File: config.mk
export PLATFORM = sky130hd
export DESIGN_NAME = delta_list_sleep_queue_top
export DESIGN_NICKNAME = d
export VERILOG_FILES = /design/src/hw/rtl/dlsq_pkg.sv /design/src/hw/rtl/dlsq_ram.sv /design/src/hw/rtl/dlsq_seq.sv /design/src/hw/rtl/delta_list_sleep_queue_top.sv
export SDC_FILE = /design/constraint.sdc
export NUM_CORES = 2
export LEC_CHECK = 0
export BUFFER_PORTS_ARGS = -buffer_cell sky130_fd_sc_hd__buf_2
export CAP_MARGIN = 20
export CORE_ASPECT_RATIO = 0.7
export CORE_MARGIN = 1.5
export CORE_UTILIZATION = 55
export DETAILED_ROUTE_END_ITERATION = 8
export PLACE_DENSITY = 0.83
export SLEW_MARGIN = 10
export SYNTH_ARGS = -nofsm -noshare
export SYNTH_HDL_FRONTEND = slang
export SYNTH_SLANG_ARGS = --single-unit
File: constraint.sdc
create_clock -name clk -period 7.23 [get_ports clk]
set_input_delay 0.723 -clock clk [delete_from_list [all_inputs] [get_ports clk]]
set_output_delay 0.723 -clock clk [all_outputs]
set_load 0.005 [all_outputs]
File: src/hw/rtl/dlsq_pkg.sv
// ----------------------------------------------------------------------------
// dlsq_pkg
// shared types and constants of the delta-list sleep queue
// ----------------------------------------------------------------------------
package dlsq_pkg;

  localparam int MAX_ENTRIES = 64;
  localparam int IDX_W       = $clog2(MAX_ENTRIES);
  localparam int CNT_W       = $clog2(MAX_ENTRIES + 1);
  localparam int ID_W        = 8;
  localparam int DELTA_W     = 16;
  localparam int OUT_COUNT_W = 7;
  localparam int STATUS_W    = 3;

  // command codes
  localparam logic CMD_INSERT = 1'b0;
  localparam logic CMD_REMOVE = 1'b1;

  typedef enum logic [STATUS_W-1:0] {
    ST_INSERTED = 3'd0,
    ST_REMOVED  = 3'd1,
    ST_IGNORED  = 3'd2,
    ST_NOTFOUND = 3'd3,
    ST_FULL     = 3'd4
  } status_t;

  typedef enum logic [1:0] {
    S_IDLE,
    S_WALK,
    S_FIN,
    S_DONE
  } seq_state_t;

  // one stored list entry
  typedef struct packed {
    logic [ID_W-1:0]    id;
    logic [DELTA_W-1:0] delta;
  } entry_t;

  localparam int ENTRY_W = $bits(entry_t);

  // request from the sequencer to the entry store
  typedef struct packed {
    logic             we;
    logic [IDX_W-1:0] waddr;
    entry_t           wdata;
    logic             re;
    logic [IDX_W-1:0] raddr;
  } mem_req_t;

  // one result word
  typedef struct packed {
    status_t                  status;
    logic [OUT_COUNT_W-1:0]   entry_count;
    logic [ID_W-1:0]          head_id;
    logic [DELTA_W-1:0]       head_delta;
  } result_t;

endpackage

File: src/hw/rtl/dlsq_ram.sv
// ----------------------------------------------------------------------------
// dlsq_ram
// simple dual-port synchronous ram, registered read data
// ----------------------------------------------------------------------------
module dlsq_ram #(
  parameter int WIDTH = 24,
  parameter int DEPTH = 64
) (
  input  logic                     clk,
  input  logic                     we,
  input  logic [$clog2(DEPTH)-1:0] waddr,
  input  logic [WIDTH-1:0]         wdata,
  input  logic                     re,
  input  logic [$clog2(DEPTH)-1:0] raddr,
  output logic [WIDTH-1:0]         rdata
);

  logic [WIDTH-1:0] mem [DEPTH];

  // write port
  always_ff @(posedge clk) begin
    if (we) begin
      mem[waddr] <= wdata;
    end
  end

  // read port
  always_ff @(posedge clk) begin
    if (re) begin
      rdata <= mem[raddr];
    end
  end

endmodule

File: src/hw/rtl/dlsq_seq.sv
// ----------------------------------------------------------------------------
// dlsq_seq
// list walker: reads the store one entry a cycle, shifts entries up on
// insert or down on remove, writing each one back behind the read pointer
// ----------------------------------------------------------------------------
module dlsq_seq import dlsq_pkg::*; (
  input  logic               clk,
  input  logic               rst_n,
  input  logic               cmd_valid,
  output logic               cmd_ready,
  input  logic               cmd_op,
  input  logic [ID_W-1:0]    cmd_id,
  input  logic [DELTA_W-1:0] cmd_ticks,
  output mem_req_t           mem_req,
  input  entry_t             mem_rdata,
  output logic               res_valid,
  input  logic               res_ready,
  output result_t            res
);

  seq_state_t         state_r, state_nxt;
  logic               op_r, op_nxt;
  logic [ID_W-1:0]    id_r, id_nxt;
  logic [DELTA_W-1:0] rest_r, rest_nxt;
  logic [DELTA_W-1:0] acc_r, acc_nxt;
  logic [CNT_W-1:0]   count_r, count_nxt;
  logic [CNT_W-1:0]   iss_r, iss_nxt;
  logic               prc_vld_r, prc_vld_nxt;
  logic [IDX_W-1:0]   prc_idx_r, prc_idx_nxt;
  logic               hit_r, hit_nxt;
  entry_t             carry_r, carry_nxt;
  entry_t             head_r, head_nxt;
  status_t            status_r, status_nxt;

  logic               ign;
  logic               full;
  logic               walk_re;
  logic [DELTA_W:0]   sum;
  logic [DELTA_W-1:0] sum_sat;

  // command classification at accept
  assign ign  = (cmd_id == '0) || ((cmd_op == CMD_INSERT) && (cmd_ticks == '0));
  assign full = (cmd_op == CMD_INSERT) && (count_r == CNT_W'(MAX_ENTRIES));

  // read issue while entries remain
  assign walk_re = (state_r == S_WALK) && (iss_r < count_r);

  // follower delta after a remove, saturating
  assign sum     = {1'b0, mem_rdata.delta} + {1'b0, acc_r};
  assign sum_sat = sum[DELTA_W] ? {DELTA_W{1'b1}} : sum[DELTA_W-1:0];

  // next state
  always_comb begin
    state_nxt = state_r;
    unique case (state_r)
      S_IDLE: begin
        if (cmd_valid) begin
          state_nxt = (ign || full) ? S_DONE : S_WALK;
        end
      end
      S_WALK: begin
        if (!walk_re && !prc_vld_r) begin
          state_nxt = S_FIN;
        end
      end
      S_FIN: begin
        state_nxt = S_DONE;
      end
      S_DONE: begin
        if (res_ready) begin
          state_nxt = S_IDLE;
        end
      end
      default: state_nxt = S_IDLE;
    endcase
  end

  // outputs and datapath
  always_comb begin
    op_nxt      = op_r;
    id_nxt      = id_r;
    rest_nxt    = rest_r;
    acc_nxt     = acc_r;
    count_nxt   = count_r;
    iss_nxt     = iss_r;
    prc_vld_nxt = 1'b0;
    prc_idx_nxt = prc_idx_r;
    hit_nxt     = hit_r;
    carry_nxt   = carry_r;
    head_nxt    = head_r;
    status_nxt  = status_r;
    mem_req     = '0;
    cmd_ready   = 1'b0;
    res_valid   = 1'b0;

    unique case (state_r)
      S_IDLE: begin
        cmd_ready = 1'b1;
        if (cmd_valid) begin
          op_nxt    = cmd_op;
          id_nxt    = cmd_id;
          rest_nxt  = cmd_ticks;
          acc_nxt   = '0;
          iss_nxt   = '0;
          hit_nxt   = 1'b0;
          if (ign) begin
            status_nxt = ST_IGNORED;
          end else if (full) begin
            status_nxt = ST_FULL;
          end
        end
      end

      S_WALK: begin
        // issue the next read
        mem_req.re    = walk_re;
        mem_req.raddr = IDX_W'(iss_r);
        if (walk_re) begin
          iss_nxt     = CNT_W'(iss_r + 1'b1);
          prc_vld_nxt = 1'b1;
          prc_idx_nxt = IDX_W'(iss_r);
        end
        // handle the word read last cycle
        if (prc_vld_r) begin
          if (op_r == CMD_INSERT) begin
            if (!hit_r) begin
              if (mem_rdata.delta <= rest_r) begin
                rest_nxt = rest_r - mem_rdata.delta;
              end else begin
                mem_req.we          = 1'b1;
                mem_req.waddr       = prc_idx_r;
                mem_req.wdata.id    = id_r;
                mem_req.wdata.delta = rest_r;
                carry_nxt.id        = mem_rdata.id;
                carry_nxt.delta     = mem_rdata.delta - rest_r;
                hit_nxt             = 1'b1;
              end
            end else begin
              mem_req.we    = 1'b1;
              mem_req.waddr = prc_idx_r;
              mem_req.wdata = carry_r;
              carry_nxt     = mem_rdata;
            end
          end else begin
            if (!hit_r) begin
              if (mem_rdata.id == id_r) begin
                hit_nxt = 1'b1;
                acc_nxt = mem_rdata.delta;
              end
            end else begin
              // shift down one place, first follower takes the removed delta
              mem_req.we          = 1'b1;
              mem_req.waddr       = IDX_W'(prc_idx_r - 1'b1);
              mem_req.wdata.id    = mem_rdata.id;
              mem_req.wdata.delta = sum_sat;
              acc_nxt             = '0;
            end
          end
        end
      end

      S_FIN: begin
        if (op_r == CMD_INSERT) begin
          mem_req.we    = 1'b1;
          mem_req.waddr = IDX_W'(count_r);
          if (hit_r) begin
            mem_req.wdata = carry_r;
          end else begin
            mem_req.wdata.id    = id_r;
            mem_req.wdata.delta = rest_r;
          end
          count_nxt  = CNT_W'(count_r + 1'b1);
          status_nxt = ST_INSERTED;
        end else if (hit_r) begin
          count_nxt  = CNT_W'(count_r - 1'b1);
          status_nxt = ST_REMOVED;
        end else begin
          status_nxt = ST_NOTFOUND;
        end
      end

      S_DONE: begin
        res_valid = 1'b1;
      end

      default: begin
        cmd_ready = 1'b0;
      end
    endcase

    // keep a copy of whatever lands at the list head
    if (mem_req.we && (mem_req.waddr == '0)) begin
      head_nxt = mem_req.wdata;
    end
  end

  // result word, empty list reads as zero head
  always_comb begin
    res.status      = status_r;
    res.entry_count = OUT_COUNT_W'(count_r);
    res.head_id     = (count_r == '0) ? '0 : head_r.id;
    res.head_delta  = (count_r == '0) ? '0 : head_r.delta;
  end

  // control state
  always_ff @(posedge clk) begin
    if (!rst_n) begin
      state_r   <= S_IDLE;
      count_r   <= '0;
      prc_vld_r <= 1'b0;
    end else begin
      state_r   <= state_nxt;
      count_r   <= count_nxt;
      prc_vld_r <= prc_vld_nxt;
    end
  end

  // working registers
  always_ff @(posedge clk) begin
    op_r      <= op_nxt;
    id_r      <= id_nxt;
    rest_r    <= rest_nxt;
    acc_r     <= acc_nxt;
    iss_r     <= iss_nxt;
    prc_idx_r <= prc_idx_nxt;
    hit_r     <= hit_nxt;
    carry_r   <= carry_nxt;
    head_r    <= head_nxt;
    status_r  <= status_nxt;
  end

endmodule

File: src/hw/rtl/delta_list_sleep_queue_top.sv
// ----------------------------------------------------------------------------
// delta_list_sleep_queue_top
// sleep queue kept as a delta list in a single entry store
//
//   channel | direction | words
//   in_     | input     | command, process_id, sleep_ticks
//   out_    | output    | status, entry_count, head_id, head_delta
//
// an insert or remove walks the stored entries one per store read, so a word
// takes longer from accept to result the more entries the list holds; ignored
// and full words skip the walk and go straight to the result. the walk
// occupies the single read port, so one word is in work at a time. reset is
// synchronous, active low, and empties the list at once. the output register
// lets the next word be accepted while a result waits for out_ready.
// ----------------------------------------------------------------------------
module delta_list_sleep_queue_top import dlsq_pkg::*; (
  input  logic                   clk,
  input  logic                   rst_n,
  input  logic                   in_valid,
  output logic                   in_ready,
  input  logic                   in_command,
  input  logic [ID_W-1:0]        in_process_id,
  input  logic [DELTA_W-1:0]     in_sleep_ticks,
  output logic                   out_valid,
  input  logic                   out_ready,
  output logic [STATUS_W-1:0]    out_status,
  output logic [OUT_COUNT_W-1:0] out_entry_count,
  output logic [ID_W-1:0]        out_head_id,
  output logic [DELTA_W-1:0]     out_head_delta
);

  mem_req_t mem_req;
  entry_t   mem_rdata;
  logic     res_valid;
  logic     res_ready;
  result_t  res;
  logic     out_valid_r, out_valid_nxt;
  result_t  out_r;

  // entry store
  dlsq_ram #(
    .WIDTH (ENTRY_W),
    .DEPTH (MAX_ENTRIES)
  ) u_ram (
    .clk   (clk),
    .we    (mem_req.we),
    .waddr (mem_req.waddr),
    .wdata (mem_req.wdata),
    .re    (mem_req.re),
    .raddr (mem_req.raddr),
    .rdata (mem_rdata)
  );

  // list walker
  dlsq_seq u_seq (
    .clk       (clk),
    .rst_n     (rst_n),
    .cmd_valid (in_valid),
    .cmd_ready (in_ready),
    .cmd_op    (in_command),
    .cmd_id    (in_process_id),
    .cmd_ticks (in_sleep_ticks),
    .mem_req   (mem_req),
    .mem_rdata (mem_rdata),
    .res_valid (res_valid),
    .res_ready (res_ready),
    .res       (res)
  );

  // output register
  assign res_ready     = !out_valid_r || out_ready;
  assign out_valid_nxt = (res_valid && res_ready) || (out_valid_r && !out_ready);

  always_ff @(posedge clk) begin
    if (!rst_n) begin
      out_valid_r <= 1'b0;
    end else begin
      out_valid_r <= out_valid_nxt;
    end
  end

  always_ff @(posedge clk) begin
    if (res_valid && res_ready) begin
      out_r <= res;
    end
  end

  assign out_valid       = out_valid_r;
  assign out_status      = out_r.status;
  assign out_entry_count = out_r.entry_count;
  assign out_head_id     = out_r.head_id;
  assign out_head_delta  = out_r.head_delta;

endmodule

==> results.py <==
metrics = {
    "status": {
        "status": "complete, no violations",
    },
    "detailed_routing": {
        "wire_per_inst_um": 32.2,
        "first_iter_violations": 6853,
        "drcViolationCount": 0,
        "routed_via_density": 6.98,
        "antenna_left": 0,
        "drtPass1Iterations": 8,
        "vias": 40900,
        "wirelength_um": 188000,
    },
    "critical_path": {
        "start_kind": "flop",
        "crit_arrival_ps": 6110,
        "startpoint": "u_ram.rdata[12]",
        "crit_fanout": 27,
        "critPathBufInv": 3,
        "crit-reg2reg-launch": "u_ram.rdata[12]",
        "critPathSlowestCell": "nor4_2",
        "critPathKind": "flop to flop",
        "worstSetupEndpointType": "flop",
        "crit_family": "simple AND/OR/NAND/NOR gates",
        "cp_slowest_stage_delay_ps": 1100,
        "crit_chain": "inv_1 > ha_1 > nand4_4 > nor3_2 > nand2_1 > a31oi_1 > and2_1 > inv_4 > a211oi_1 > nand3b_1 > nor4_2 > buf_4",
        "critPathRequiredTime_ps": 7690,
    },
    "clock_network": {
        "root_buffer": "clkbuf_16",
        "cts_setup_buffers": 0,
        "path_clk_slew_ps": 60,
        "h-tree-depth": 4,
        "cts.sinks": 1711,
        "cts_tree": "yes",
        "hold_buffers": 0,
        "clock_latency_ps": 790,
        "cts_buffers": 150,
        "post_cts_resized": 0,
        "clk_path_buf_depth": 3,
    },
    "pwr": {
        "pwr-share-seq": 0.421,
        "total_power_w": 0.0275,
        "p_int_w": 0.0182,
        "vdd_drop_max_mv": 0.457,
        "swShare": 0.338,
        "leakagePower_nw": 27.1,
        "cellPowerDensity_mw_per_mm2": 358,
        "clkPwrFrac": 0.284,
        "switching_power_w": 0.00930,
        "combPwrFrac": 0.294,
    },
    "synth": {
        "synth_edf_count": 1700,
        "synthTopCellsByArea": "edfxtp_1, mux4_2, mux2i_1",
        "yosysTopAreaCell": "edfxtp_1",
        "syn_nets": 4066,
        "postSynthCellCount": 3964,
        "synth-async-reset-ratio": 0,
        "syn_area_per_cell_sq_um": 17.3,
        "ys.warnings.count": 0,
        "synthFlopType": "edfxtp_1",
        "synth_top_area_frac": 0.743,
        "synthesis.area_sq_mm": 0.0687,
        "synthTopCellsByCount": "edfxtp_1, nand2_1, a211oi_1, o22ai_1, mux2i_1",
        "synth_most_common_cell": "edfxtp_1",
        "synth_cell_type_count": 76,
        "ys_seq_area_frac": 0.746,
        "ys_seq_elements": 1711,
    },
    "cells_and_area": {
        "drive_gt1_frac": 0.178,
        "final_nets": 4180,
        "syn_to_final_growth_pct": 11.9,
        "fin_cells": 5851,
        "fill_cells": 8029,
    },
    "global_routing": {
        "grt_start_max_net_pins": 111,
        "grtUsageTotal": 0.293,
        "antenna_found_initial": 6,
        "grt_pass1_wl_um": 270000,
        "grt_pass1_vias": 39200,
        "overflow": 0,
    },
    "floorplanning": {
        "fp.dieArea_sq_mm": 0.127,
        "start_util": 0.554,
        "core_area_sq_mm": 0.124,
        "fp.dieW_um": 425,
        "io_pins": 65,
        "rows": 108,
        "die_y_um": 299,
    },
    "sta": {
        "setup_viol": 0,
        "fmaxAchievable_ghz": 0.177,
        "fin_tns_setup_ps": 0,
        "tightest_slew_ps": 1180,
        "max_slew_margin": 0.212,
        "slew_violations": 0,
        "rsz0062_at_grt": "false",
        "finalCritPeriodShare": 0.782,
        "finalWorstPathRequiredPeriod_ps": 5660,
        "hold_viol": 0,
        "finalClockSkew_ps": 31.6,
    },
    "place": {
        "gp_congestion": 0.924,
        "hpwl_um": 108000,
        "port_buffers": 64,
        "dp_cells": 5566,
    },
    "worst_hold_path": {
        "hp-start": "in_process_id[3]",
        "hold_path.class": "input pin to flop",
    },
    "run": {
        "drv_cap": 0,
    },
}
==> metal layers <==
metal  GRT usage  part of all wire
met1       0.411              0.36
met2       0.422              0.44
met3       0.112              0.16
met4       0.105             0.038
met5     0.00296           0.00040
==> final cells by class <==
cell class / count / area, sq um / share of cell area
inverter: 68 / 258 / 0.00335
antenna: 3 / 7.51 / 0.0000977
clock inverter: 85 / 673 / 0.00876
multi-input combinational: 1929 / 16900 / 0.220
tap: 1650 / 2060 / 0.0269
timing repair buffer: 218 / 1710 / 0.0222
clock buffer: 187 / 4000 / 0.0520
sequential: 1711 / 51300 / 0.667
==> placed cells by master (no fill, tap or decap), drive strengths merged, types with 6 or more instances in the layout <==
cell type  Yosys  final
edfxtp      1700   1700
nand2        258    258
a211oi       215    215
buf           51    214
o22ai        207    207
mux2i        206    206
mux4         195    195
clkbuf       205    191
nor3         158    158
a21oi         86     86
nor2          77     77
inv           67     75
ha            69     69
clkinv         1     67
a31oi         60     60
o21ai         51     51
a311oi        46     46
xnor2         39     39
nor2b         33     33
nor4          27     27
xor2          16     16
nand3         16     16
mux2          15     15
o21a          13     13
a21o          12     12
dfxtp         11     11
nand2b        11     11
and2          11     11
o211ai        10     10
nand4         10     10
a22oi          9      9
bufinv         0      9
nor4b          9      9
o21bai         8      8
and3           7      7
o211a          7      7
o31ai          6      6
==> through the flow <==
step / util / setup slack, ps / hold WS, ps / instance area, sq um
6_report: 0.620 / 1570 / 189 / 76900
2_1_floorplan: - / 1250 / 400 / 68700
3_3_place_gp: 0.581 / 1910 / 407 / 72000
5_1_grt: 0.620 / 1440 / 157 / 76900
3_5_place_dp: 0.582 / 1750 / 410 / 72100
4_1_cts: 0.619 / 1720 / 139 / 76700
==> path summary, 6_finish.rpt <==
path,end,slack (ps),depth (start not counted)
setup / recovery,u_ram.mem[57][14],1570,12
hold / removal,u_seq.id_r[3],190,1
setup reg to reg,u_ram.mem[57][14],1570,12
hold reg to reg,out_status[1],420,0
==> sequential cells by signal (all words and copies together) (netlist names), 2 cells and up <==
signal and cells:
u_seq.id_r 8, out_entry_count 7, u_ram.rdata 24, u_seq.acc_r 16
u_seq.carry_r 24, u_seq.iss_r 7, u_ram.mem 1536, out_head_id 8
out_status 3, out_head_delta 16, u_seq.status_r 3, u_seq.rest_r 16
u_seq.count_r 7, u_seq.head_r 24, u_seq.state_r 2, u_seq.prc_idx_r 6
==> kinds of logic (layout without fill, tap and decap cells) <==
logic type / Yosys count / count (layout) / share of synthesized area
other cells: 0 / 3 / 0
compound gates: 753 / 753 / 0.0745
fa+ha+maj: 73 / 73 / 0.0137
mux: 416 / 416 / 0.0964
buf+inv: 324 / 558 / 0.0185
flops: 1711 / 1711 / 0.746
xor+xnor: 55 / 55 / 0.00701
simple gates: 632 / 632 / 0.0436
==> power groups by stage <==
stage               clock network [W]  registers (W)  logic, W
floorplan                           0         0.0117   0.00496
global route                  0.00820         0.0116   0.00841
CTS                           0.00783         0.0116   0.00773
detailed placement                  0         0.0118   0.00762
finish                        0.00781         0.0116   0.00810
global placement                    0         0.0118   0.00743
No activity file was read; power rests on OpenSTA's default activity.
